<file path="src/rtl/core/wfba_pkg.sv">
// Shared types and codes for the worst-fit block allocator.
`timescale 1ns / 1ps
`default_nettype none
package wfba_pkg;

    // Result status codes
    typedef enum logic [1:0] {
        ST_LOAD_OK   = 2'd0,
        ST_LOAD_FULL = 2'd1,
        ST_ALLOC_OK  = 2'd2,
        ST_NO_FIT    = 2'd3
    } status_t;

    // Port controls of the size table memory
    typedef struct packed {
        logic wr_en;
        logic rd_en;
    } mem_cmd_t;

endpackage
`default_nettype wire

</file>
<file path="src/rtl/core/worst_fit_block_allocator.sv">
// Worst-fit block allocator: load sizes into a table and allocate from the largest fit.
// Load beat: result strobe (done) in the cycle after start; busy stays low.
// Allocate beat: busy through the scan, drain and update states (one table read per cycle through the
//   memory's single read port), result on done as busy drops; empty table: done in the cycle after start.
// One result per accepted beat, shown for exactly one cycle; the receiver cannot stall.
// Reset (rst_n low, async) empties the table and clears control; table contents stay unset.
`timescale 1ns / 1ps
`default_nettype none
module worst_fit_block_allocator #(
    parameter int MAX_BLOCKS = 16,
    parameter int SIZE_BITS  = 16
) (
    input  wire         clk,
    input  wire         rst_n,
    input  wire         start,
    output logic        busy,
    input  wire         req_type,
    input  wire  [15:0] amount,
    output logic        done,
    output logic [1:0]  status,
    output logic [4:0]  block_number,
    output logic [15:0] remaining_size
);
    import wfba_pkg::*;

    localparam int IDX_W = (MAX_BLOCKS > 1) ? $clog2(MAX_BLOCKS) : 1;
    localparam int CNT_W = $clog2(MAX_BLOCKS + 1);
    localparam int EXT_W = SIZE_BITS + 16;

    typedef enum logic [3:0] {
        S_IDLE   = 4'b0001,
        S_SCAN   = 4'b0010,
        S_DRAIN  = 4'b0100,
        S_UPDATE = 4'b1000
    } state_t;

    state_t               state_reg, state_next;
    logic [CNT_W-1:0]     count_reg, count_next;
    logic [IDX_W-1:0]     addr_reg, addr_next;
    logic                 chk_valid_reg, chk_valid_next;
    logic [IDX_W-1:0]     chk_idx_reg, chk_idx_next;
    logic [15:0]          amt_reg, amt_next;
    logic                 found_reg, found_next;
    logic [IDX_W-1:0]     best_idx_reg, best_idx_next;
    logic [SIZE_BITS-1:0] best_size_reg, best_size_next;
    logic                 done_reg, done_next;
    status_t              status_reg, status_next;
    logic [4:0]           number_reg, number_next;
    logic [15:0]          remain_reg, remain_next;

    mem_cmd_t             mem_cmd;
    logic [IDX_W-1:0]     mem_waddr;
    logic [SIZE_BITS-1:0] mem_wdata;
    logic [SIZE_BITS-1:0] mem_rdata;

    logic [EXT_W-1:0]     rd_ext;
    logic [EXT_W-1:0]     amt_ext;
    logic [EXT_W-1:0]     best_ext;
    logic [EXT_W-1:0]     load_ext;
    logic [EXT_W-1:0]     diff_ext;
    logic [CNT_W+4:0]     load_num_ext;
    logic [IDX_W+4:0]     best_num_ext;
    logic                 fits;
    logic                 better;
    logic                 last_addr;
    logic                 table_full;

    // Size table memory
    wfba_ram #(
        .DEPTH  (MAX_BLOCKS),
        .WIDTH  (SIZE_BITS),
        .ADDR_W (IDX_W)
    ) u_ram (
        .clk   (clk),
        .cmd   (mem_cmd),
        .waddr (mem_waddr),
        .wdata (mem_wdata),
        .raddr (addr_reg),
        .rdata (mem_rdata)
    );

    // Widen operands so the request is compared at full width
    assign rd_ext       = {16'd0, mem_rdata};
    assign best_ext     = {16'd0, best_size_reg};
    assign amt_ext      = {{SIZE_BITS{1'b0}}, amt_reg};
    assign load_ext     = {{SIZE_BITS{1'b0}}, amount};
    assign diff_ext     = best_ext - amt_ext;
    assign load_num_ext = {5'd0, count_reg + CNT_W'(1)};
    assign best_num_ext = {4'd0, {1'b0, best_idx_reg} + (IDX_W + 1)'(1)};
    assign fits         = (rd_ext >= amt_ext);
    assign better       = !found_reg || (mem_rdata > best_size_reg);
    assign last_addr    = ((CNT_W'(addr_reg) + CNT_W'(1)) == count_reg);
    assign table_full   = (count_reg == CNT_W'(MAX_BLOCKS));

    // Next-state and datapath control
    always_comb
    begin
        state_next     = state_reg;
        count_next     = count_reg;
        addr_next      = addr_reg;
        chk_valid_next = 1'b0;
        chk_idx_next   = addr_reg;
        amt_next       = amt_reg;
        found_next     = found_reg;
        best_idx_next  = best_idx_reg;
        best_size_next = best_size_reg;
        done_next      = 1'b0;
        status_next    = status_reg;
        number_next    = number_reg;
        remain_next    = remain_reg;
        mem_cmd        = '0;
        mem_waddr      = best_idx_reg;
        mem_wdata      = diff_ext[SIZE_BITS-1:0];

        // Compare the entry whose read data just arrived
        if (chk_valid_reg && fits && better)
        begin
            found_next     = 1'b1;
            best_idx_next  = chk_idx_reg;
            best_size_next = mem_rdata;
        end

        unique case (state_reg)
            S_IDLE:
            begin
                if (start)
                begin
                    if (!req_type)
                    begin
                        // Load: append at the next index, or reject when full
                        done_next = 1'b1;
                        if (table_full)
                        begin
                            status_next = ST_LOAD_FULL;
                            number_next = 5'd0;
                            remain_next = 16'd0;
                        end
                        else
                        begin
                            mem_cmd.wr_en = 1'b1;
                            mem_waddr     = count_reg[IDX_W-1:0];
                            mem_wdata     = load_ext[SIZE_BITS-1:0];
                            count_next    = count_reg + CNT_W'(1);
                            status_next   = ST_LOAD_OK;
                            number_next   = load_num_ext[4:0];
                            remain_next   = load_ext[15:0] & {{(16 - ((SIZE_BITS < 16) ?
                                            SIZE_BITS : 16)){1'b0}},
                                            {((SIZE_BITS < 16) ? SIZE_BITS : 16){1'b1}}};
                        end
                    end
                    else if (count_reg == '0)
                    begin
                        // Empty table: nothing fits
                        done_next   = 1'b1;
                        status_next = ST_NO_FIT;
                        number_next = 5'd0;
                        remain_next = 16'd0;
                    end
                    else
                    begin
                        amt_next   = amount;
                        addr_next  = '0;
                        found_next = 1'b0;
                        state_next = S_SCAN;
                    end
                end
            end
            S_SCAN:
            begin
                // Issue one read per cycle over the loaded entries
                mem_cmd.rd_en  = 1'b1;
                chk_valid_next = 1'b1;
                chk_idx_next   = addr_reg;
                if (last_addr)
                begin
                    state_next = S_DRAIN;
                end
                else
                begin
                    addr_next = addr_reg + IDX_W'(1);
                end
            end
            S_DRAIN:
            begin
                // Last read data is compared this cycle
                state_next = S_UPDATE;
            end
            S_UPDATE:
            begin
                // Shrink the chosen block and report it, or report no fit
                done_next  = 1'b1;
                state_next = S_IDLE;
                if (found_reg)
                begin
                    mem_cmd.wr_en = 1'b1;
                    status_next   = ST_ALLOC_OK;
                    number_next   = best_num_ext[4:0];
                    remain_next   = diff_ext[15:0] & {{(16 - ((SIZE_BITS < 16) ?
                                    SIZE_BITS : 16)){1'b0}},
                                    {((SIZE_BITS < 16) ? SIZE_BITS : 16){1'b1}}};
                end
                else
                begin
                    status_next = ST_NO_FIT;
                    number_next = 5'd0;
                    remain_next = 16'd0;
                end
            end
            default:
            begin
                state_next = S_IDLE;
            end
        endcase
    end

    // Control registers
    always_ff @(posedge clk or negedge rst_n)
    begin
        if (!rst_n)
        begin
            state_reg     <= S_IDLE;
            count_reg     <= '0;
            chk_valid_reg <= 1'b0;
            found_reg     <= 1'b0;
            done_reg      <= 1'b0;
        end
        else
        begin
            state_reg     <= state_next;
            count_reg     <= count_next;
            chk_valid_reg <= chk_valid_next;
            found_reg     <= found_next;
            done_reg      <= done_next;
        end
    end

    // Payload registers
    always_ff @(posedge clk)
    begin
        addr_reg      <= addr_next;
        chk_idx_reg   <= chk_idx_next;
        amt_reg       <= amt_next;
        best_idx_reg  <= best_idx_next;
        best_size_reg <= best_size_next;
        status_reg    <= status_next;
        number_reg    <= number_next;
        remain_reg    <= remain_next;
    end

    assign busy           = (state_reg != S_IDLE);
    assign done           = done_reg;
    assign status         = status_reg;
    assign block_number   = number_reg;
    assign remaining_size = remain_reg;

endmodule
`default_nettype wire

</file>
<file path="src/rtl/core/wfba_ram.sv">
// Simple dual-port size table memory with registered read data.
`timescale 1ns / 1ps
`default_nettype none
module wfba_ram #(
    parameter int DEPTH  = 16,
    parameter int WIDTH  = 16,
    parameter int ADDR_W = 4
) (
    input  wire                   clk,
    input  wfba_pkg::mem_cmd_t    cmd,
    input  wire  [ADDR_W-1:0]     waddr,
    input  wire  [WIDTH-1:0]      wdata,
    input  wire  [ADDR_W-1:0]     raddr,
    output logic [WIDTH-1:0]      rdata
);
    import wfba_pkg::*;

    logic [WIDTH-1:0] mem [DEPTH];
    logic [WIDTH-1:0] rdata_reg;

    // Write the entry
    always_ff @(posedge clk)
    begin
        if (cmd.wr_en)
        begin
            mem[waddr] <= wdata;
        end
    end

    // Read the entry; the read data is registered
    always_ff @(posedge clk)
    begin
        if (cmd.rd_en)
        begin
            rdata_reg <= mem[raddr];
        end
    end

    assign rdata = rdata_reg;

endmodule
`default_nettype wire
</file>
<file path="config.mk">
export PLATFORM = sky130hd
export DESIGN_NAME = worst_fit_block_allocator
export DESIGN_NICKNAME = d
export VERILOG_FILES = /design/src/rtl/core/wfba_pkg.sv /design/src/rtl/core/worst_fit_block_allocator.sv /design/src/rtl/core/wfba_ram.sv
export SDC_FILE = /design/constraint.sdc
export NUM_CORES = 1
export LEC_CHECK = 0
export BUFFER_PORTS_ARGS = -buffer_cell sky130_fd_sc_hd__buf_4
export CAP_MARGIN = 10
export CORE_MARGIN = 10
export CORE_UTILIZATION = 55
export CTS_CLUSTER_DIAMETER = 50
export DETAILED_ROUTE_END_ITERATION = 6
export HOLD_SLACK_MARGIN = 0.03
export PLACE_DENSITY_LB_ADDON = 0.2
export SLEW_MARGIN = 30
export SYNTH_ARGS = -nofsm -noshare
export SYNTH_HDL_FRONTEND = slang
export SYNTH_HIERARCHICAL = 1
export SYNTH_SLANG_ARGS = --single-unit
</file>
<file path="constraint.sdc">
create_clock -name clk -period 4.4 [get_ports clk]
set_input_delay 0.44 -clock clk [delete_from_list [all_inputs] [get_ports clk]]
set_output_delay 0.44 -clock clk [all_outputs]
set_load 0.1 [all_outputs]
</file>
# Word level (Yosys, flattened, before mapping)
# Memories as Yosys holds them, arrays and structs flattened. A register that Yosys moved wholly into a read port is not among the register bits.
# Index checks and enable logic that the tools add are counted.
[op_classes] add_sub_neg=5 order_cmp=2 eq_ne=13 n_mux=53 bitwise_logic=3 reduce_logical=12
[op_table] op="16-bit 2-to-1 mux" count=9
[op_table] op="4-bit 2-to-1 mux" count=12
[op_table] op="16-bit one-hot mux with 2 select lines" count=1
[op_table] op="5-bit 2-to-1 mux" count=5
[op_table] op="1-bit 2-to-1 mux" count=17
[op_table] op="16-bit >= comparator" count=1
[op_table] op="16-bit greater-than comparator" count=1
[op_table] op="16-bit subtractor" count=1
[op_table] op="4-bit one-hot mux with 3 select lines" count=1
[op_table] op="4-bit AND reduction" count=3
[op_table] op="4-bit by 1-bit adder with 5-bit output (second input constant)" count=2
[op_table] op="2-bit != test (second input constant)" count=5
[op_table] op="5-bit one-hot mux with 2 select lines" count=1
[op_table] op="4-bit one-hot mux with 2 select lines" count=1
[op_table] op="2-bit 2-to-1 mux" count=3
[op_table] op="5-bit by 1-bit adder with 5-bit output (second input constant)" count=1
[op_table] op="5-bit == test" count=1
[op_table] op="5-bit == test (second input constant)" count=1
[op_table] op="5-bit logical NOT" count=1
[op_table] op="5-bit AND reduction" count=1
[op_table] op="4-bit by 1-bit adder with 4-bit output (second input constant)" count=1
[op_table] op="4-bit by 1-bit == test with 1-bit output (second input constant)" count=1
[op_table] op="4-bit by 2-bit == test with 1-bit output (second input constant)" count=1
[op_table] op="4-bit by 3-bit == test with 1-bit output (second input constant)" count=1
[op_table] op="11 further kinds" count=16
[word_totals] reg_bits=79 mem_bits_rw=256 inputBits=20 out_inout_bits=25 word_cells=102 mem_count=1
[mem_list] name="u_ram.mem" depth=16 width=16 rd=1 rd_ports_with_merged_regs=1 wr=1 line_no="wfba_ram.sv:18" rtl="logic [WIDTH-1:0] mem [DEPTH];"

# Longest topological paths before layout
# Gate-level depths: netlist (run 1).
[depth] ltp_word=8 depth_mapped=11 depth_no_buf=10

# By module
# The synthesis (run 1) kept the hierarchy.
[modules_own_cells] mod="wfba_ram" n_inst=1 cells_each=432 area_each_um2=10202.3 seq_area_each_um2=8167.8
[modules_own_cells] mod="worst_fit_block_allocator" n_inst=1 cells_each=450 area_each_um2=4810.9 seq_area_each_um2=2273.4

# Worst setup path before layout (run 1)
# Ideal clock, no wire load.
[synth_path] path_kind="reg2reg" startpoint="register state_reg[0]" endpoint="memory u_ram.mem[0][0], enable pin" setup_ns=0.409 t_arrival_ns=3.595 t_required_ns=3.991 setup_slack_ns=0.396 path_stages_with_launch=10 n_path_buf=3 period_less_slack_ns=4.004 path_cell_list="dfstp_2 or4b_1 buf_2 nor3_4 nand2b_1 buf_6 buf_6 nand2_1 or3b_2 nor3_1"
[synth_rtl] element="from (decl)" line_no="worst_fit_block_allocator.sv:37" rtl="state_t state_reg, state_next;"
[synth_rtl] element="from (signal assigned)" line_no="worst_fit_block_allocator.sv:229" rtl="state_reg <= state_next;"
[synth_rtl] element="to (decl)" line_no="wfba_ram.sv:18"

# Final worst setup path (run 1)
[layout_path] startpoint="register state_reg[0]" endpoint="memory u_ram.mem[0][0], enable pin"
[layout_via] elab_cells_between_ends=6 classes_between="eq/ne: 2; mux: 4"
[layout_rtl] element="4-bit by 1-bit == test with 1-bit output" line_no="worst_fit_block_allocator.sv:123" rtl="unique case (state_reg)"
[layout_rtl] element="4-bit 2-to-1 mux" line_no="worst_fit_block_allocator.sv:123"
[layout_rtl] element="named net mem_waddr[2]" line_no="worst_fit_block_allocator.sv:52" rtl="logic [IDX_W-1:0] mem_waddr;"
# The timed path passes the listed nets, and every way through them passes these cells.

==> qor.yml, run 1 <==
run_status:
  status: "complete, no violations"
clock_network:
  cts_root_buffer: "clkbuf_16"
  clkSinkCount: 351
  cts_max_level: 2
  cts_buffers: 40
  cts-hold-fix-buffers: 1
  cts_tree: "done"
  post_cts_buffers: 0
  cts_resized: 0
  clk_pin_slew_worst_paths_ps: 60
  clkLatencyLatePin_ps: 530
  cts.path.max_buffers: 3
worst_setup_path:
  r2r-start: "state_reg[0]"
  crit_path_frequent_cell: "buf_4"
  crit_fanout: 20
  arrival_ps: 3470
  path_class: "register to register"
  crit_family: "simple AND/OR/NAND/NOR gates"
  critPathCaptureType: "register"
  critPathBufInv: 2
  cpPeakStageDelay_ps: 600
  worstPathRequired_ps: 4610
  crit_slowest_cell: "or3b_2"
  critPathLaunch: "state_reg[0]"
  crit_path_start_kind: "register"
  crit_path_cell_trace: "or4b_1 > nor3_4 > nand2b_1 > buf_4 > a22o_1 > or3b_2 > nor3_2 > buf_4"
timing:
  hold_violations: 0
  fin_crit_sh_pct: 74.1
  setup_violations: 0
  tightest_slew_ps: 961
  post-route-min-period_ps: 3260
  fin_tns_setup_ps: 0
  fmax_mhz: 307
  setup_slack_ps: 1140
  fin_skew_ps: 19.9
  maxSlewViolCount: 0
  rsz0062_at_grt: "false"
  relSlewSlack_pct: 35.9
run:
  drv_cap: 0
global_routing:
  grt_pass1_vias: 8050
  grt_util_met2_pct: 31.5
  gr-total-overflow: 0
  grt_antenna_before_repair: 0
  grt_max_degree: 67
  grtUsageTotal_pct: 19.8
  use_met1_pct: 26.9
  grt-busiest-layer: "met2"
  grt_pass1_wl_mm: 50.1
  met3_usage_pct: 3.88
yosys:
  synthCells: 882
  synth-edff-count: 335
  synth_area_leaders: "edfxtp_1 67%, mux4_2 8.1%, ha_1 4.3%"
  yosys_warnings: 6
  syn_nets: 954
  async_flop_share_pct: 3.42
  yosysSeqAreaShare_pct: 69.5
  syn_area_per_cell_um2: 17.0
  synth-seq-cells: 351
  yosys.area.top_type: "edfxtp_1"
  ys.flop_type: "edfxtp_1"
  synthDistinctLibCells: 64
  syn_area_um2: 15000
  netlist.area_leader.share_pct: 67.0
die:
  die_h_um: 185
  start_util_pct: 55.9
  core_area_um2: 26900
  die_area_um2: 34300
  ios: 45
  num_rows: 60
  dieWidth_um: 185
power:
  seqPwrFrac_pct: 45.9
  power_frac_comb_pct: 19.4
  p_int_w: 0.00645
  switching_share_pct: 29.2
  powerDensity_nw_per_um2: 532
  power.switching_w: 0.00266
  irDropWorstVdd_uv: 357
  p_leak_nw: 6.09
  pwr-share-clk_pct: 34.7
final_layout:
  drive_gt1_share_pct: 22.5
  syn_to_final_growth_pct: 14.2
  n_fill_cell: 1923
  antenna_cells: 0
  layout_common_cells: "335 x edfxtp_1, 76 x buf_4, 58 x nand2_1"
  largest-register: "u_ram/mem"
  nets: 1040
  largest_reg_flops: 256
  final_common_cell: "edfxtp_1"
routing:
  routedWlPerCell_um: 25.0
  drt-pass1-iter-count: 7
  vias: 8137
  initialDrtViolationCount: 893
  wl_mm: 33.5
  drc_errors: 0
  vias_per_cell: 6.08
  postRouteAntennaNets: 0
placed_design:
  portBuffers: 44
  gp_congestion: 0.885
  place_ws_ps: 1180
  place_hpwl_mm: 21.7
hold_path:
  hold_class: "input pin to register"
  hp-start: "amount[11]"
power groups by stage:
stage                     Sequential (W)  Combinational, W  Clock [W]
after global routing             0.00420           0.00189    0.00336
final                            0.00418           0.00177    0.00316
after global placement           0.00425           0.00173          0
after CTS                        0.00418           0.00177    0.00321
after detailed placement         0.00425           0.00176          0
after floorplan                  0.00444          0.000983          0
cell usage after synthesis (all sizes together) (7+ instances only):
| library cell | n |
|---|---|
| nand2 | 58 |
| nand2b | 10 |
| nor3 | 13 |
| nor2 | 33 |
| clkbuf | 14 |
| edfxtp | 335 |
| a21o | 13 |
| xnor2 | 15 |
| a21oi | 28 |
| xor2 | 11 |
| nand3 | 11 |
| mux4 | 64 |
| a22oi | 32 |
| o21ai | 38 |
| nand4 | 7 |
| dfrtp | 11 |
| inv | 42 |
| ha | 51 |
| buf | 20 |
final timing paths:
kind	end	slack, ps	depth (start not counted)
max	u_ram/mem[0][0]	1140	8
min	amt_reg[11]	120	1
max reg2reg	u_ram/mem[0][0]	1140	8
min reg2reg	best_idx_reg[0]	400	0
max in group asynchronous	state_reg[0]	3850	2
min in group asynchronous	chk_valid_reg	310	2
kinds of logic after synthesis:
logic type	count (synthesis)	synth area share, %
buffers and inverters	76	2.52
and+or+nand+nor	164	5.46
muxes	66	9.99
adders and majority gates	52	4.38
AOI/OAI and AO/OA	147	6.58
xor gates and xnor gates	26	1.52
DFF	351	69.5
layer usage:
metal / wire (µm) / vias to the layer above
met2: 16300 / 311
met3: 2150 / 59
li1: - / 3660
met1: 14200 / 4107
met5: 0 / -
met4: 858 / 0
cell type report:
cell class              instances  area, µm²  area share [%]
flip-flops and latches        351      10400            60.9
multi-input cells             455       4260            24.9
inverters                      42        158           0.920
clock inverters                23        196            1.15
well taps                     341        427            2.49
repair buffers                 78        601            3.50
clock buffers                  48       1050            6.14
stage by stage:
stage,power [W],util (%),std cells,instance area (µm²),hold slack [ps]
final,0.00911,63.8,1338,17100,117
after global routing,0.00945,63.8,1338,17100,111
after CTS,0.00916,63.7,1338,17100,102
after detailed placement,0.00601,59.0,1266,15900,300
after global placement,0.00598,59.0,1266,15900,295
after floorplan,0.00542,-,882,15000,144
No activity file was read; power rests on OpenSTA's default activity.
==> inputs of run 2 (changes only) <==
- clock period: 4.4 -> 2.9 ns (I/O delays scaled with it)
==> qor.yml, run 2 (synthesized netlist as in run 1, its figures left out) <==
run_status:
  status: "complete, no violations"
timing:
  tightest_slew_ps: 796  # -165 ps
  setup_violations: 0  # unchanged
  rsz0062_at_grt: "true"
  fin_skew_ps: 18.5  # -1.34 ps
  hold_violations: 0  # unchanged
  relSlewSlack_pct: 46.9  # +11 points
  fmax_mhz: 353  # +15%
  fin_tns_setup_ps: 0  # unchanged
  setup_slack_ps: 66.9  # -1070 ps
  fin_crit_sh_pct: 97.7  # +24 points
  maxSlewViolCount: 0  # unchanged
  post-route-min-period_ps: 2830  # -427 ps
die:
  start_util_pct: 55.9  # unchanged
  core_area_um2: 26900  # unchanged
  die_area_um2: 34300  # unchanged
  die_h_um: 185  # unchanged
  ios: 45  # unchanged
  dieWidth_um: 185  # unchanged
  num_rows: 60  # unchanged
global_routing:
  gr-total-overflow: 0  # unchanged
  grt_max_degree: 67  # unchanged
  grtUsageTotal_pct: 19.4  # -0.36 points
  grt_pass1_wl_mm: 50.4  # +0.75%
  grt_antenna_before_repair: 0  # unchanged
  grt_pass1_vias: 8617  # +7.0%
clock_network:
  cts_buffers: 39  # -2.5%
  clkLatencyLatePin_ps: 530  # about the same
  cts.path.max_buffers: 3  # unchanged
  cts_tree: "done"
  cts_max_level: 2  # unchanged
  clkSinkCount: 351  # unchanged
  clk_pin_slew_worst_paths_ps: 60  # about the same
  cts_root_buffer: "clkbuf_16"
final_layout:
  layout_common_cells: "335 x edfxtp_1, 102 x buf_4, 56 x nand2_1"
  syn_to_final_growth_pct: 20.5
  drive_gt1_share_pct: 27.3  # +4.9 points
  nets: 1101  # +5.9%
  largest-register: "u_ram/mem"
  design_area_um2: 18100  # +5.5%
  final_common_cell: "edfxtp_1"
  multiInputGateArea_um2: 4440  # +4.2%
  largest_reg_flops: 256  # unchanged
  antenna_cells: 0  # unchanged
  regArea_um2: 10400  # unchanged
  final_util_pct: 67.3  # +3.5 points
  n_fill_cell: 1777  # -7.6%
placed_design:
  dpl_cell_area_um2: 16600  # +4.7%
  place_hpwl_mm: 21.3  # -2.0%
  portBuffers: 44  # unchanged
  place_ws_ps: -141  # -1320 ps
  gp_congestion: 0.895  # +1.1%
routing:
  wl_mm: 32.4  # -3.0%
  routedWlPerCell_um: 23.3  # -7.0%
  vias_per_cell: 5.94  # -2.3%
  initialDrtViolationCount: 673  # -25%
  drc_errors: 0  # unchanged
  drt-pass1-iter-count: 5  # -2
  met1_length_mm: 14.1  # -0.75%
  postRouteAntennaNets: 0  # unchanged
  wl_met2_mm: 15.9  # -2.1%
  vias: 8289  # +1.9%
  wl_met3_mm: 1.55  # -28%
  highest_layer: "met4"
worst_setup_path:
  critPathBufInv: 2  # unchanged
  critPathCaptureType: "register"
  arrival_ps: 3060  # -410 ps
  crit_fanout: 16  # -20%
  cpPeakStageDelay_ps: 520  # -80 ps
  path_depth: 8  # unchanged
  crit_path_frequent_cell: "nor3_4"
  path_class: "register to register"
  worstPathRequired_ps: 3130  # -1480 ps
  crit_slowest_cell: "dfstp_2"
  crit_family: "simple AND/OR/NAND/NOR gates"
  crit_path_start_kind: "register"
  crit_path_cell_trace: "or4b_4 > nor3_4 > nand2b_1 > buf_6 > a22o_1 > or3b_4 > nor3_4 > buf_12"
  r2r_cells: 8  # unchanged
hold_path:
  hold_class: "input pin to register"
  hold_depth: 3  # +2
run:
  drv_cap: 0  # unchanged
power:
  seqPwrFrac_pct: 44.5  # -1.4 points
  power.switching_w: 0.00393  # +48%
  p_leak_nw: 6.48  # +6.4%
  power_frac_comb_pct: 20.9  # +1.5 points
  irDropWorstVdd_uv: 511  # +43%
  powerDensity_nw_per_um2: 781  # +47%
  pwr-share-clk_pct: 34.6  # about the same
  p_int_w: 0.0102  # +58%
  switching_share_pct: 27.8  # -1.3 points
-- run 2: cell types whose count changed in the layout (fill, tap and decap cells not counted), sizes merged --
cell,previous run,this run
clkbuf,48,44
inv,48,46
buf,77,123
bufinv,2,5
clkinv,14,12
dlygate4sd3,1,17
-- run 2: power by group through the flow --
stage | logic, W | clock network, W | registers [W]
finish | 0.00295 | 0.00489 | 0.00628
floorplan | 0.00160 | 0 | 0.00673
global placement | 0.00285 | 0 | 0.00638
global route | 0.00318 | 0.00520 | 0.00630
CTS | 0.00294 | 0.00498 | 0.00628
detailed placement | 0.00291 | 0 | 0.00638
-- run 2: repair_timing --
action,in CTS,in global routing
setup endpoints to repair,16,146
endpoints found under the hold margin,28,0
pin swaps,0,4
buffers inserted,0,1
hold buffers,17,0
gates resized for setup,1,4
-- run 2: path summary, 6_finish.rpt --
check                      slack [ps]            from               to
setup reg to reg                   70    state_reg[0]  u_ram/mem[0][8]
min in group asynchronous         160           rst_n     state_reg[1]
setup / recovery                   70    state_reg[0]  u_ram/mem[0][8]
max in group asynchronous        2510           rst_n     state_reg[0]
hold reg to reg                   400  chk_idx_reg[1]  best_idx_reg[1]
hold / removal                    120        req_type     count_reg[3]
-- run 2: per-layer routing --
metal,global-route usage [%],vias up
met5,0,-
met4,7.41,0
met1,25.9,4208
li1,-,3799
met3,3.39,64
met2,31.4,218
-- run 2: cell type report --
class | count | area share, %
multi-input combinational | 455 | 24.6
inverter | 42 | 0.872
timing repair buffer | 140 | 7.40
sequential | 351 | 57.7
clock buffer | 44 | 5.62
tap | 341 | 2.36
clock inverter | 22 | 1.45
-- run 2: stage by stage --
| step | cells | total power (W) | hold slack [ps] |
|---|---|---|---|
| final | 1395 | 0.0141 | 120 |
| after global routing | 1395 | 0.0147 | 135 |
| after CTS | 1394 | 0.0142 | 105 |
| after detailed placement | 1311 | 0.00929 | 150 |
| after global placement | 1311 | 0.00923 | 151 |
| after floorplan | 882 | 0.00833 | -5.59 |
-- run 2: worst register-to-register path, delay by kind of cell (launching register included) --
family / cells / cell delay [ps]
buffers and inverters: 2 / 350
AOI/OAI and AO/OA: 1 / 200
and+or+nand+nor: 5 / 1470
DFF: 1 / 520
==> inputs of run 3 (changes only) <==
==> constraint.sdc (replaced) <==
create_clock -name clk -period 2.9 [get_ports clk]
set_input_delay 0.58 -clock clk [delete_from_list [all_inputs] [get_ports clk]]
set_output_delay 0.58 -clock clk [all_outputs]
set_load 0.1 [all_outputs]
==> qor.yml, run 3 (synthesized netlist as in run 1, its figures left out) <==
clock_network:
  cts_tree: "done"
  cts_buffers: 40  # +2.6%
  clkSinkCount: 351  # unchanged
  cts.path.max_buffers: 3  # unchanged
  clk_pin_slew_worst_paths_ps: 60  # about the same
  clkLatencyLatePin_ps: 550  # +20 ps
  cts_root_buffer: "clkbuf_16"
  cts_max_level: 2  # unchanged
worst_setup_path:
  critPathCaptureType: "register"
  path_class: "register to register"
  crit_fanout: 16  # unchanged
  arrival_ps: 3180  # +120 ps
  ff2ff_setup_slack_ps: -40  # -100 ps
  crit_path_start_kind: "register"
  worstPathRequired_ps: 3140  # about the same
timing:
  rsz0062_at_grt: "true"
  fmax_mhz: 341  # -3.5%
  tightest_slew_ps: 856  # +59.3 ps
  post-route-min-period_ps: 2940  # +103 ps
  relSlewSlack_pct: 42.9  # -4.0 points
  maxSlewViolCount: 0  # unchanged
  fin_tns_setup_ps: -948  # -948 ps
  setup_slack_ps: -35.9  # -103 ps
  hold_violations: 0  # unchanged
  setup_violations: 40  # +40
  fin_skew_ps: 26.0  # +7.49 ps
  fin_crit_sh_pct: 101  # +3.5 points
routing:
  initialDrtViolationCount: 705  # +4.8%
  wl_mm: 33.3  # +2.7%
  vias: 8432  # +1.7%
  postRouteAntennaNets: 0  # unchanged
  vias_per_cell: 6.01  # +1.2%
  routedWlPerCell_um: 23.8  # +2.2%
  drc_errors: 0  # unchanged
  drt-pass1-iter-count: 5  # unchanged
placed_design:
  place_ws_ps: -95.9  # +44.9 ps
  dpl_cell_area_um2: 16700  # +0.67%
  place_hpwl_mm: 21.2  # -0.47%
  gp_congestion: 0.900  # +0.56%
  portBuffers: 44  # unchanged
final_layout:
  syn_to_final_growth_pct: 21.4
  final_util_pct: 67.8  # +0.50 points
  final_common_cell: "edfxtp_1"
  largest_reg_flops: 256  # unchanged
  design_area_um2: 18200  # +0.74%
  largest-register: "u_ram/mem"
  n_fill_cell: 1748  # -1.6%
  layout_common_cells: "335 x edfxtp_1, 120 x buf_4, 56 x nand2_1"
  nets: 1106  # +0.45%
  antenna_cells: 0  # unchanged
  drive_gt1_share_pct: 29.4  # +2.1 points
run_status:
  violations: "negative setup slack"
  status: "finished, violations left"
power:
  switching_share_pct: 28.0  # +0.13 points
  p_int_w: 0.0104  # +2.4%
  pwr-share-clk_pct: 36.1  # +1.5 points
  powerDensity_nw_per_um2: 795  # +1.8%
  power.total_w: 0.0145  # +2.6%
  power_frac_comb_pct: 20.6  # -0.3 points
  seqPwrFrac_pct: 43.3  # -1.2 points
  power.switching_w: 0.00405  # +3.1%
  irDropWorstVdd_uv: 485  # -5.2%
  p_leak_nw: 6.58  # +1.5%
global_routing:
  grt_antenna_before_repair: 0  # unchanged
  met3_usage_pct: 3.72  # +0.33 points
  use_met1_pct: 26.9  # +0.97 points
  grtUsageTotal_pct: 19.7  # +0.29 points
  grt_pass1_wl_mm: 50.8  # +0.78%
  grt_pass1_vias: 8565  # -0.60%
  grt_util_met2_pct: 31.4  # +0.058 points
  gr-total-overflow: 0  # unchanged
  grt_max_degree: 67  # unchanged
  grt-busiest-layer: "met2"
die:
  die_h_um: 185  # unchanged
  die_area_um2: 34300  # unchanged
  start_util_pct: 55.9  # unchanged
  num_rows: 60  # unchanged
  dieWidth_um: 185  # unchanged
  ios: 45  # unchanged
  core_area_um2: 26900  # unchanged
hold_path:
  hold_class: "input pin to register"
run:
  drv_cap: 0  # unchanged
[run 3: worst paths after layout]
path,startpoint,endpoint,cells past startpoint
min reg2reg,chk_idx_reg[1],best_idx_reg[1],0
min,amount[14],amt_reg[14],1
max reg2reg,state_reg[0],u_ram/mem[2][8],8
max in group asynchronous,rst_n,state_reg[0],2
min in group asynchronous,rst_n,done,2
max,state_reg[0],u_ram/mem[2][8],8
[run 3: through the flow]
stage	instances	hold slack, ps
floorplan	882	284
global placement	1324	386
detailed placement	1324	389
CTS	1394	236
global route	1402	237
finish	1402	247
[run 3: timing repair]
item | CTS | global route
gates cloned | 0 | 1
buffers inserted | 0 | 7
pin swaps | 0 | 6
hold endpoints to repair | 11 | 0
resized for setup | 2 | 5
hold buffers | 1 | 0
endpoints found under the setup margin | 32 | 148
[run 3: final cells by class]
type / count / area (µm²) / share of cell area, %
clock buffer: 42 / 1010 / 5.54
clock inverter: 27 / 369 / 2.03
inverter: 42 / 158 / 0.865
multi-input combinational: 455 / 4450 / 24.4
sequential: 351 / 10400 / 57.3
tap: 341 / 427 / 2.34
timing repair buffer: 144 / 1370 / 7.51
[run 3: per-layer routing]
metal  share of wire (%)  vias up
met1                  43     4299
met5                   0        -
met2                  48      265
met4                 2.7        0
met3                 6.4       54
li1                    -     3814
[run 3: critical path, stage by stage (launching register included)]
cell	delay, ps
dfstp_2	530
or4b_4	500
nor3_4	290
nand2b_4	110
a22o_4	250
or3b_4	450
buf_4	180
nor2_4	140
buf_12	170
[run 3: power groups by stage]
stage | Combinational [W] | Clock (W) | Sequential [W]
CTS | 0.00293 | 0.00530 | 0.00628
finish | 0.00298 | 0.00523 | 0.00628
detailed placement | 0.00291 | 0 | 0.00638
global route | 0.00321 | 0.00551 | 0.00630
floorplan | 0.00160 | 0 | 0.00673
global placement | 0.00287 | 0 | 0.00637
